File: config.mk
export PLATFORM = sky130hd
export DESIGN_NAME = wav_header_validator_top
export DESIGN_NICKNAME = d
export VERILOG_FILES = /design/src/hw/rtl/wvh_pkg.sv /design/src/hw/rtl/wav_header_validator_top.sv
export SDC_FILE = /design/constraint.sdc
export NUM_CORES = 2
export LEC_CHECK = 0
export ABC_AREA = 1
export BUFFER_PORTS_ARGS = -buffer_cell sky130_fd_sc_hd__buf_2
export CAP_MARGIN = 20
export CORE_MARGIN = 1
export CORE_UTILIZATION = 30
export DETAILED_ROUTE_END_ITERATION = 10
export SETUP_SLACK_MARGIN = 0.05
export SYNTH_ARGS = -nofsm -noshare
export SYNTH_HDL_FRONTEND = slang
export SYNTH_SLANG_ARGS = --single-unit
File: constraint.sdc
create_clock -name clk -period 19.8 [get_ports clk]
set_input_delay 1.98 -clock clk [delete_from_list [all_inputs] [get_ports clk]]
set_output_delay 1.98 -clock clk [all_outputs]
set_load 0.02 [all_outputs]
File: src/hw/rtl/wvh_pkg.sv
// shared types and constants for the wav header validator
// no dependencies; imported by wav_header_validator_top
`default_nettype none

package wvh_pkg;

  localparam int BYTE_W      = 8;
  localparam int HALF_W      = 16;
  localparam int WORD_W      = 32;
  localparam int POS_W       = WORD_W + 1;        // byte count saturates at 2^32
  localparam int PROD_W      = WORD_W + HALF_W;   // clip seconds times byte rate
  localparam int STATUS_W    = 3;
  localparam int CFG_IDX_W   = 2;
  localparam int OUT_FIELD_W = STATUS_W + HALF_W + WORD_W + HALF_W + WORD_W;
  localparam int OUT_TDATA_W = ((OUT_FIELD_W + BYTE_W - 1) / BYTE_W) * BYTE_W;

  // tags as they sit in the byte stream, first byte in the low bits
  localparam logic [WORD_W-1:0] RIFF_TAG = 32'h4646_4952;
  localparam logic [WORD_W-1:0] WAVE_TAG = 32'h4556_4157;
  // chunk tags as they sit after shifting in first byte first
  localparam logic [WORD_W-1:0] FMT_TAG  = 32'h666D_7420;
  localparam logic [WORD_W-1:0] DATA_TAG = 32'h6461_7461;

  localparam logic [WORD_W-1:0] HDR_START      = 32'd12;
  localparam logic [WORD_W-1:0] HDR_LEN        = 32'd8;
  localparam logic [WORD_W-1:0] SIZE_FIELD_OFS = 32'd4;
  localparam logic [BYTE_W-1:0] PCM_TAG_LOW    = 8'h01;
  localparam logic [HALF_W-1:0] BITS_8         = 16'd8;
  localparam logic [HALF_W-1:0] BITS_16        = 16'd16;

  localparam logic [WORD_W-1:0] RST_FILE_SIZE     = 32'd0;
  localparam logic [HALF_W-1:0] RST_MAX_CHANNELS  = 16'd2;
  localparam logic [WORD_W-1:0] RST_REQUIRED_RATE = 32'd44100;
  localparam logic [HALF_W-1:0] RST_MAX_CLIP_SEC  = 16'd10;

  typedef enum logic [STATUS_W-1:0] {
    STS_OK       = 3'd0,
    STS_NOT_WAVE = 3'd1,
    STS_CHUNK    = 3'd2,
    STS_NOT_PCM  = 3'd3,
    STS_CHANNELS = 3'd4,
    STS_RATE     = 3'd5,
    STS_BITS     = 3'd6,
    STS_LENGTH   = 3'd7
  } status_t;

  typedef enum logic [CFG_IDX_W-1:0] {
    CFG_FILE_SIZE     = 2'd0,
    CFG_MAX_CHANNELS  = 2'd1,
    CFG_REQUIRED_RATE = 2'd2,
    CFG_MAX_CLIP_SEC  = 2'd3
  } cfg_reg_t;

  typedef struct packed {
    logic [HALF_W-1:0] channel_count;
    logic [WORD_W-1:0] rate_found;
    logic [HALF_W-1:0] sample_bits;
    logic [WORD_W-1:0] payload_length;
  } fields_t;

  // snapshot of the file state taken on the flagged byte
  typedef struct packed {
    status_t           err;
    logic              long_enough;
    logic              pcm;
    logic [WORD_W-1:0] byte_rate;
    fields_t           f;
  } fin_t;

endpackage

`default_nettype wire

File: src/hw/rtl/wav_header_validator_top.sv
// wav header validator: checks a riff/wave file streamed one byte per transfer
// depends on wvh_pkg
//
// usage
//   in_*  : one file byte per transfer, in_tlast on the final byte of the file
//   out_* : one result per file, sent after the flagged byte; status is zero
//           for a good file, else the lowest code among the checks that fail,
//           together with the format fields and data chunk length held
//   cfg_* : register writes; the user makes them only while no file is in flight, unenforced
// throughput: one byte per cycle while the result stages have room; files may follow back to back
// result path: out_tvalid follows the flagged byte through the snapshot,
//   status and multiply, and final compare registers; the clip-length
//   product is the one registered multiply on that path
// stalls: a held result blocks only once all three result stages are full;
//   byte transfers that end no file keep flowing otherwise
// reset: rst_n low clears all file state, empties the result stages and
//   loads the register defaults; after each file the file state clears itself
`default_nettype none

module wav_header_validator_top (
  input  wire logic                             clk,
  input  wire logic                             rst_n,
  input  wire logic                             in_tvalid,
  output logic                                  in_tready,
  input  wire logic [wvh_pkg::BYTE_W-1:0]       in_tdata,   // data_byte
  input  wire logic                             in_tlast,   // last_byte
  output logic                                  out_tvalid,
  input  wire logic                             out_tready,
  // status, channel_count, rate_found, sample_bits, payload_length, zero pad
  output logic [wvh_pkg::OUT_TDATA_W-1:0]       out_tdata,
  input  wire logic                             cfg_we,
  input  wire logic [wvh_pkg::CFG_IDX_W-1:0]    cfg_index,
  input  wire logic [wvh_pkg::WORD_W-1:0]       cfg_data
);
  import wvh_pkg::*;

  // configuration
  logic [WORD_W-1:0] file_size_r;
  logic [HALF_W-1:0] max_channels_r;
  logic [WORD_W-1:0] required_rate_r;
  logic [HALF_W-1:0] max_clip_r;

  // file state
  logic [POS_W-1:0]  pos_r,      pos_nxt;
  logic [WORD_W-1:0] hdr_pos_r,  hdr_pos_nxt;
  logic [WORD_W-1:0] tag_r,      tag_nxt;
  logic [WORD_W-1:0] size_r,     size_nxt;
  logic [WORD_W-1:0] fbase_r,    fbase_nxt;
  logic              fvalid_r,   fvalid_nxt;
  logic [BYTE_W-1:0] ftag_low_r, ftag_low_nxt;
  logic              pcm_r,      pcm_nxt;
  logic [HALF_W-1:0] chan_r,     chan_nxt;
  logic [WORD_W-1:0] rate_r,     rate_nxt;
  logic [WORD_W-1:0] brate_r,    brate_nxt;
  logic [HALF_W-1:0] bits_r,     bits_nxt;
  logic [WORD_W-1:0] dlen_r,     dlen_nxt;
  status_t           err_r,      err_nxt;
  logic              walking_r,  walking_nxt;

  // result stages
  logic              s1_valid_r;
  fin_t              s1_r,       s1_nxt;
  logic              s2_valid_r;
  status_t           s2_sts_r,   s2_sts_nxt;
  logic              s2_clip_r,  s2_clip_nxt;
  logic              s2_bzero_r;
  logic [PROD_W-1:0] s2_prod_r;
  fields_t           s2_f_r;
  logic              out_valid_r;
  logic [OUT_TDATA_W-1:0] out_data_r;

  logic in_xfer, out_move, s2_move, s1_move;

  logic [WORD_W-1:0] p32;
  logic [BYTE_W-1:0] fbyte;
  logic [WORD_W-1:0] fmt_off;
  logic [WORD_W-1:0] hdr_off;
  logic [WORD_W-1:0] size_full;
  logic [POS_W-1:0]  hdr_end;
  logic [POS_W-1:0]  next_hdr;
  logic [WORD_W-1:0] size_room;
  status_t           fin_sts;
  logic              clip_long;

  assign out_move  = !out_valid_r || out_tready;
  assign s2_move   = !s2_valid_r || out_move;
  assign s1_move   = !s1_valid_r || s2_move;
  assign in_tready = s1_move;
  assign in_xfer   = in_tvalid && in_tready;

  // configuration writes
  always_ff @(posedge clk) begin
    if (!rst_n) begin
      file_size_r     <= RST_FILE_SIZE;
      max_channels_r  <= RST_MAX_CHANNELS;
      required_rate_r <= RST_REQUIRED_RATE;
      max_clip_r      <= RST_MAX_CLIP_SEC;
    end else if (cfg_we) begin
      unique case (cfg_reg_t'(cfg_index))
        CFG_FILE_SIZE:     file_size_r     <= cfg_data;
        CFG_MAX_CHANNELS:  max_channels_r  <= cfg_data[HALF_W-1:0];
        CFG_REQUIRED_RATE: required_rate_r <= cfg_data;
        CFG_MAX_CLIP_SEC:  max_clip_r      <= cfg_data[HALF_W-1:0];
      endcase
    end
  end

  assign p32       = pos_r[WORD_W-1:0];
  assign fbyte     = (p32 >= file_size_r) ? '0 : in_tdata;
  assign fmt_off   = p32 - fbase_r;
  assign hdr_off   = p32 - hdr_pos_r;
  assign hdr_end   = {1'b0, hdr_pos_r} + {1'b0, HDR_LEN};
  assign size_room = file_size_r - hdr_pos_r - SIZE_FIELD_OFS;

  always_comb begin
    size_full = size_r;
    unique case (hdr_off[1:0])
      2'd0: size_full[7:0]   = in_tdata;
      2'd1: size_full[15:8]  = in_tdata;
      2'd2: size_full[23:16] = in_tdata;
      2'd3: size_full[31:24] = in_tdata;
    endcase
  end

  assign next_hdr = {1'b0, hdr_pos_r} + {1'b0, size_full} + {1'b0, HDR_LEN};

  // per-byte state update
  always_comb begin
    pos_nxt      = pos_r;
    hdr_pos_nxt  = hdr_pos_r;
    tag_nxt      = tag_r;
    size_nxt     = size_r;
    fbase_nxt    = fbase_r;
    fvalid_nxt   = fvalid_r;
    ftag_low_nxt = ftag_low_r;
    pcm_nxt      = pcm_r;
    chan_nxt     = chan_r;
    rate_nxt     = rate_r;
    brate_nxt    = brate_r;
    bits_nxt     = bits_r;
    dlen_nxt     = dlen_r;
    err_nxt      = err_r;
    walking_nxt  = walking_r;

    if (in_xfer && !pos_r[WORD_W]) begin
      // riff and wave signatures
      if (err_nxt == STS_OK && p32 < 32'd4 &&
          in_tdata != RIFF_TAG[8*p32[1:0] +: BYTE_W]) begin
        err_nxt = STS_NOT_WAVE;
      end
      if (err_nxt == STS_OK && p32 >= 32'd8 && p32 < 32'd12 &&
          in_tdata != WAVE_TAG[8*p32[1:0] +: BYTE_W]) begin
        err_nxt = STS_NOT_WAVE;
      end

      // fmt field capture, offsets from the fmt chunk header
      if (fvalid_r && err_nxt == STS_OK && p32 >= fbase_r && fmt_off[WORD_W-1:5] == '0) begin
        case (fmt_off[4:0])
          5'd8:  ftag_low_nxt = fbyte;
          5'd9:  if (ftag_low_r == PCM_TAG_LOW && fbyte == '0) pcm_nxt = 1'b1;
          5'd10: chan_nxt[7:0]   = fbyte;
          5'd11: chan_nxt[15:8]  = fbyte;
          5'd12: rate_nxt[7:0]   = fbyte;
          5'd13: rate_nxt[15:8]  = fbyte;
          5'd14: rate_nxt[23:16] = fbyte;
          5'd15: rate_nxt[31:24] = fbyte;
          5'd16: brate_nxt[7:0]   = fbyte;
          5'd17: brate_nxt[15:8]  = fbyte;
          5'd18: brate_nxt[23:16] = fbyte;
          5'd19: brate_nxt[31:24] = fbyte;
          5'd22: bits_nxt[7:0]  = fbyte;
          5'd23: bits_nxt[15:8] = fbyte;
          default: ;
        endcase
      end

      // chunk header walk
      if (walking_r && err_nxt == STS_OK && p32 >= hdr_pos_r && hdr_off < HDR_LEN) begin
        if (!hdr_off[2]) begin
          tag_nxt = {tag_r[WORD_W-BYTE_W-1:0], in_tdata};
        end else if (hdr_off[1:0] != 2'd3) begin
          size_nxt = size_full;
        end else begin
          if (hdr_end >= {1'b0, file_size_r}) begin
            walking_nxt = 1'b0;
          end else if (size_full > size_room) begin
            err_nxt     = STS_CHUNK;
            walking_nxt = 1'b0;
          end else begin
            if (tag_r == FMT_TAG) begin
              fvalid_nxt   = 1'b1;
              fbase_nxt    = hdr_pos_r;
              chan_nxt     = '0;
              rate_nxt     = '0;
              brate_nxt    = '0;
              bits_nxt     = '0;
              ftag_low_nxt = '0;
            end else if (tag_r == DATA_TAG) begin
              dlen_nxt = size_full;
            end
            if (next_hdr[WORD_W]) walking_nxt = 1'b0;
            else                  hdr_pos_nxt = next_hdr[WORD_W-1:0];
          end
          tag_nxt  = '0;
          size_nxt = '0;
        end
      end

      // file ends right after the format tag low byte: high byte reads as zero
      if (in_tlast && fvalid_nxt && err_nxt == STS_OK && p32 >= fbase_nxt &&
          (p32 - fbase_nxt) == HDR_LEN && ftag_low_nxt == PCM_TAG_LOW) begin
        pcm_nxt = 1'b1;
      end

      pos_nxt = pos_r + POS_W'(1);
    end
  end

  always_comb begin
    s1_nxt.err              = err_nxt;
    s1_nxt.long_enough      = pos_nxt >= POS_W'(HDR_START);
    s1_nxt.pcm              = pcm_nxt;
    s1_nxt.byte_rate        = brate_nxt;
    s1_nxt.f.channel_count  = chan_nxt;
    s1_nxt.f.rate_found     = rate_nxt;
    s1_nxt.f.sample_bits    = bits_nxt;
    s1_nxt.f.payload_length = dlen_nxt;
  end

  always_ff @(posedge clk) begin
    if (!rst_n || (in_xfer && in_tlast)) begin
      pos_r      <= '0;
      hdr_pos_r  <= HDR_START;
      tag_r      <= '0;
      size_r     <= '0;
      fbase_r    <= '0;
      fvalid_r   <= 1'b0;
      ftag_low_r <= '0;
      pcm_r      <= 1'b0;
      chan_r     <= '0;
      rate_r     <= '0;
      brate_r    <= '0;
      bits_r     <= '0;
      dlen_r     <= '0;
      err_r      <= STS_OK;
      walking_r  <= 1'b1;
    end else begin
      pos_r      <= pos_nxt;
      hdr_pos_r  <= hdr_pos_nxt;
      tag_r      <= tag_nxt;
      size_r     <= size_nxt;
      fbase_r    <= fbase_nxt;
      fvalid_r   <= fvalid_nxt;
      ftag_low_r <= ftag_low_nxt;
      pcm_r      <= pcm_nxt;
      chan_r     <= chan_nxt;
      rate_r     <= rate_nxt;
      brate_r    <= brate_nxt;
      bits_r     <= bits_nxt;
      dlen_r     <= dlen_nxt;
      err_r      <= err_nxt;
      walking_r  <= walking_nxt;
    end
  end

  // stage 1: snapshot of the finished file
  always_ff @(posedge clk) begin
    if (!rst_n) begin
      s1_valid_r <= 1'b0;
    end else if (s1_move) begin
      s1_valid_r <= in_xfer && in_tlast;
    end
  end

  always_ff @(posedge clk) begin
    if (s1_move && in_xfer && in_tlast) s1_r <= s1_nxt;
  end

  // stage 2: ordered checks except clip length, and the clip product
  always_comb begin
    s2_clip_nxt = 1'b0;
    if (s1_r.err != STS_OK)                        s2_sts_nxt = s1_r.err;
    else if (!s1_r.long_enough)                    s2_sts_nxt = STS_NOT_WAVE;
    else if (!s1_r.pcm)                            s2_sts_nxt = STS_NOT_PCM;
    else if (s1_r.f.channel_count == '0 ||
             s1_r.f.channel_count > max_channels_r) s2_sts_nxt = STS_CHANNELS;
    else if (s1_r.f.rate_found != required_rate_r) s2_sts_nxt = STS_RATE;
    else if (s1_r.f.sample_bits != BITS_16 &&
             s1_r.f.sample_bits != BITS_8)         s2_sts_nxt = STS_BITS;
    else if (s1_r.f.payload_length == '0)          s2_sts_nxt = STS_LENGTH;
    else begin
      s2_sts_nxt  = STS_OK;
      s2_clip_nxt = 1'b1;
    end
  end

  always_ff @(posedge clk) begin
    if (!rst_n) begin
      s2_valid_r <= 1'b0;
    end else if (s2_move) begin
      s2_valid_r <= s1_valid_r;
    end
  end

  always_ff @(posedge clk) begin
    if (s2_move && s1_valid_r) begin
      s2_sts_r   <= s2_sts_nxt;
      s2_clip_r  <= s2_clip_nxt;
      s2_bzero_r <= s1_r.byte_rate == '0;
      s2_prod_r  <= PROD_W'(max_clip_r) * PROD_W'(s1_r.byte_rate);
      s2_f_r     <= s1_r.f;
    end
  end

  // output stage: clip length compare and result register
  assign clip_long = s2_bzero_r || (PROD_W'(s2_f_r.payload_length) > s2_prod_r);
  assign fin_sts   = (s2_clip_r && clip_long) ? STS_LENGTH : s2_sts_r;

  always_ff @(posedge clk) begin
    if (!rst_n) begin
      out_valid_r <= 1'b0;
    end else if (out_move) begin
      out_valid_r <= s2_valid_r;
    end
  end

  always_ff @(posedge clk) begin
    if (out_move && s2_valid_r) begin
      out_data_r <= OUT_TDATA_W'({s2_f_r.payload_length, s2_f_r.sample_bits,
                                  s2_f_r.rate_found, s2_f_r.channel_count, fin_sts});
    end
  end

  assign out_tvalid = out_valid_r;
  assign out_tdata  = out_data_r;

  // input stalls only when every result stage holds a file
  a_stall_full: assert property (@(posedge clk) disable iff (!rst_n)
    !in_tready |-> (s1_valid_r && s2_valid_r && out_valid_r))
    else $error("input stalled with a free result stage");

  // a flagged byte always leaves a snapshot and clears the file state
  a_last_snap: assert property (@(posedge clk) disable iff (!rst_n)
    (in_xfer && in_tlast) |=> (s1_valid_r && pos_r == '0 && err_r == STS_OK))
    else $error("flagged byte did not close the file");

  // the clip test only runs when every earlier check passed
  a_clip_ok: assert property (@(posedge clk) disable iff (!rst_n)
    (s2_valid_r && s2_clip_r) |-> (s2_sts_r == STS_OK))
    else $error("clip test armed behind an earlier error");

  // a chunk size error stops the header walk
  a_err_walk: assert property (@(posedge clk) disable iff (!rst_n)
    (err_r == STS_CHUNK) |-> !walking_r)
    else $error("header walk continued after a chunk size error");

endmodule

`default_nettype wire

==> metrics.cfg <==
[timing]
fin_tns_setup_ns = 0
drv_slew = 0
period_needed_ns = 10.60
timing.final.ws_setup_ns = 9.20
hold_slack_ns = 0.415
clock.fmax_mhz = 94.3
post-route-period-util_pct = 53.6
maxSlewHeadroom_pct = 15.4
setup_viol = 0
rsz0062_at_grt = no
worstMarginPinSlew_ns = 1.26
fin_worst_skew_ns = 0.0838
final_hold_viol_count = 0

[cts]
post-cts-setup-buffers = 0
cts_max_level = 3
ctsResizeCount = 0
clk_pin_slew_worst_paths_ns = 0.06
insertion_delay_ns = 0.76
cts_tree = done
numCtsBuffers = 87
cts_root_buf = clkbuf_16
cts_buffer_depth = 3
cts_hold_buf = 0
clock-sinks = 783

[critical_path]
crit_top_cell = nand2_1
cp-start-kind = flip-flop
cp-end-kind = flip-flop
max_stage_delay_ns = 0.66
cp_slowest_cell = nand3_4
cp_max_fo = 73
worstPathRequired_ns = 20.46
path_class = reg -> reg
crit_arrival_ns = 11.27

[yosys]
synth_area_sq_um = 60600
syn_inst = 7576
synth-edff-count = 381
yosys.cell_types.count = 65
ys_seq_elements = 783
ys_warn_count = 0
synth_largest_area_cell = edfxtp_1
synthDominantCellAreaShare_pct = 18.9
synthTopCellsByArea = edfxtp_1 19%, fa_1 14%, dfxtp_1 13%, nand2_1 11%, ha_1 10%
syn_avg_cell_area_sq_um = 8.00
yosys_most_used_dff = dfxtp_1
synth-async-reset-ratio_pct = 0
ys_seq_area_share_pct = 32.2

[place]
postPlaceCellArea_sq_um = 64300
pre_cts_ws_ns = 9.27
dpl.hpwl_mm = 152
portBuffers = 148
gp_congestion = 0.931

[floorplan]
pin_count = 154
coreArea_sq_um = 200000
die_y_um = 451
start_util_pct = 30.3
rows = 164
dieArea_sq_um = 204000
die_width_um = 451

[grt]
grt_pass1_wl_mm = 300
overflow = 0
antenna_found_initial = 5
grt_pass1_vias = 49800
grt_max_degree = 153
grtUsageTotal_pct = 19.2

[job]
maxCapViolations = 0

[final_layout]
drive_gt1_share_pct = 6.64
nets = 8580
final_area_sq_um = 67500
area_growth_pct = 11.3

[route]
drt_pre_antenna_iters = 6
drt-initial-drc-count = 3835
top_layer = met4
ant_nets = 0
wl_met1_mm = 83.6
num_vias = 50700
finalWirelength_mm = 198
wl_met2_mm = 97.5
drcViolationCount = 0
wl_per_cell_um = 19.2
viasPerCell = 4.90
wl_met3_mm = 10.4

[power_and_ir_drop]
p_switching_mw = 1.54
powerDensity_nw_per_um2 = 70.6
power_leakage_nw = 32.0
power.share.clock_pct = 37.0
p_total_mw = 4.77
switching_share_pct = 32.3
pwr-share-seq_pct = 38.0
peakVddDrop_mv = 0.0622
intPower_mw = 3.23
combPwrFrac_pct = 25.1

[outcome]
status = finished, final reports clean

[min_path]
hp-class = reg -> reg

registers in the layout (all words and copies together) (netlist names), 16 cells and up:
| register | flops |
|---|---|
| out_tdata | 99 |
| size_r | 32 |
| max_channels_r | 16 |
| tag_r | 32 |
| hdr_pos_r | 32 |
| brate_r | 32 |
| required_rate_r | 32 |
| dlen_r | 32 |
| bits_r | 16 |
| rate_r | 32 |
| max_clip_r | 16 |
| fbase_r | 32 |
| s2_prod_r | 48 |
| s2_f_r | 96 |
| file_size_r | 32 |
| chan_r | 16 |
| pos_r | 33 |
| s1_r | 133 |
stage by stage:
stage	utilization, %	std cells
CTS	33.7	10300
floorplan	-	7580
global route	33.7	10400
finish	33.7	10400
global placement	32.1	10200
detailed placement	32.1	10200
cell usage after synthesis, drive strengths merged (7+ instances only):
| library cell | number |
|---|---|
| nand2 | 1812 |
| inv | 1438 |
| a21oi | 568 |
| ha | 490 |
| nor2 | 463 |
| fa | 422 |
| dfxtp | 402 |
| edfxtp | 381 |
| o21ai | 291 |
| clkbuf | 247 |
| nand3 | 236 |
| xor2 | 130 |
| o211ai | 112 |
| nand4 | 106 |
| a211oi | 73 |
| nor3 | 70 |
| xnor2 | 64 |
| nor4 | 63 |
| or2 | 43 |
| buf | 40 |
| nand3b | 17 |
| a21boi | 14 |
| o21bai | 12 |
| a31oi | 10 |
| o21a | 8 |
| a21o | 7 |
worst max-delay path, delay by kind of cell (launching register included):
kind	cells	cell delay, ns
AND/OR/NAND/NOR	41	5.14
XOR/XNOR	1	0.16
adder cells (fa/ha/maj)	5	1.64
AO/OA/AOI/OAI	14	2.99
flip-flops	1	0.35
buffers and inverters	3	0.24
power groups by stage:
stage | combinational (mW) | sequential (mW) | clock [mW]
2_1_floorplan | 0.849 | 1.84 | 0
3_3_place_gp | 1.18 | 1.84 | 0
3_5_place_dp | 1.19 | 1.84 | 0
4_1_cts | 1.21 | 1.81 | 1.79
5_1_grt | 1.35 | 1.81 | 1.85
6_report | 1.20 | 1.81 | 1.76
cell usage in the layout, fill, tap and decap left out, types with 7 or more instances in the layout:
cell,n
nand2_1,1784
inv_1,1432
a21oi_1,564
ha_1,490
nor2_1,437
fa_1,422
dfxtp_1,400
edfxtp_1,381
o21ai_0,281
nand3_1,219
buf_2,149
xor2_1,130
o211ai_1,112
nand4_1,106
clkbuf_16,89
buf_4,86
a211oi_1,73
nor3_1,64
xnor2_1,64
nor4_1,62
or2_2,41
nand2_2,24
nor2_2,21
nand3b_1,17
clkbuf_1,17
nand3_2,15
clkinv_1,14
o21bai_1,12
bufinv_16,11
a31oi_1,10
o21ai_1,9
a21boi_0,9
o21a_1,8
clkinv_2,8
a21o_1,7
clkbuf_8,7
layout make-up:
type,instances,area [sq um]
fill,21000,133000
multi-input combinational,5066,34700
sequential,783,19500
inverter,1444,5430
tap,2656,3320
clock buffer,113,2390
timing repair buffer,238,1450
clock inverter,50,733
antenna,4,10.0
cells by family (layout without fill, tap and decap cells):
logic type	Yosys count	count (layout)	share of synthesized area, %
buffers and inverters	1731	1845	10.8
AO/OA/AOI/OAI	1133	1133	10.6
other	1	9	0.00619
adder cells (fa/ha/maj)	912	912	24.1
XOR/XNOR	194	194	2.80
AND/OR/NAND/NOR	2822	2822	19.6
flip-flops	783	783	32.2
final timing paths:
path,depth (start not counted),slack [ns],startpoint,to
setup reg to reg,64,9.20,file_size_r[1],pcm_r
hold / removal,0,0.41,s2_f_r[37],out_tdata[56]
setup / recovery,64,9.20,file_size_r[1],pcm_r
hold reg to reg,0,0.41,s2_f_r[37],out_tdata[56]
routing by layer:
layer | vias up | global-route usage, %
li1 | 24300 | -
met1 | 24700 | 24.2
met2 | 1428 | 33.5
met3 | 313 | 2.22
met4 | 0 | 6.81
met5 | - | 0
No activity file was read; power rests on OpenSTA's default activity.
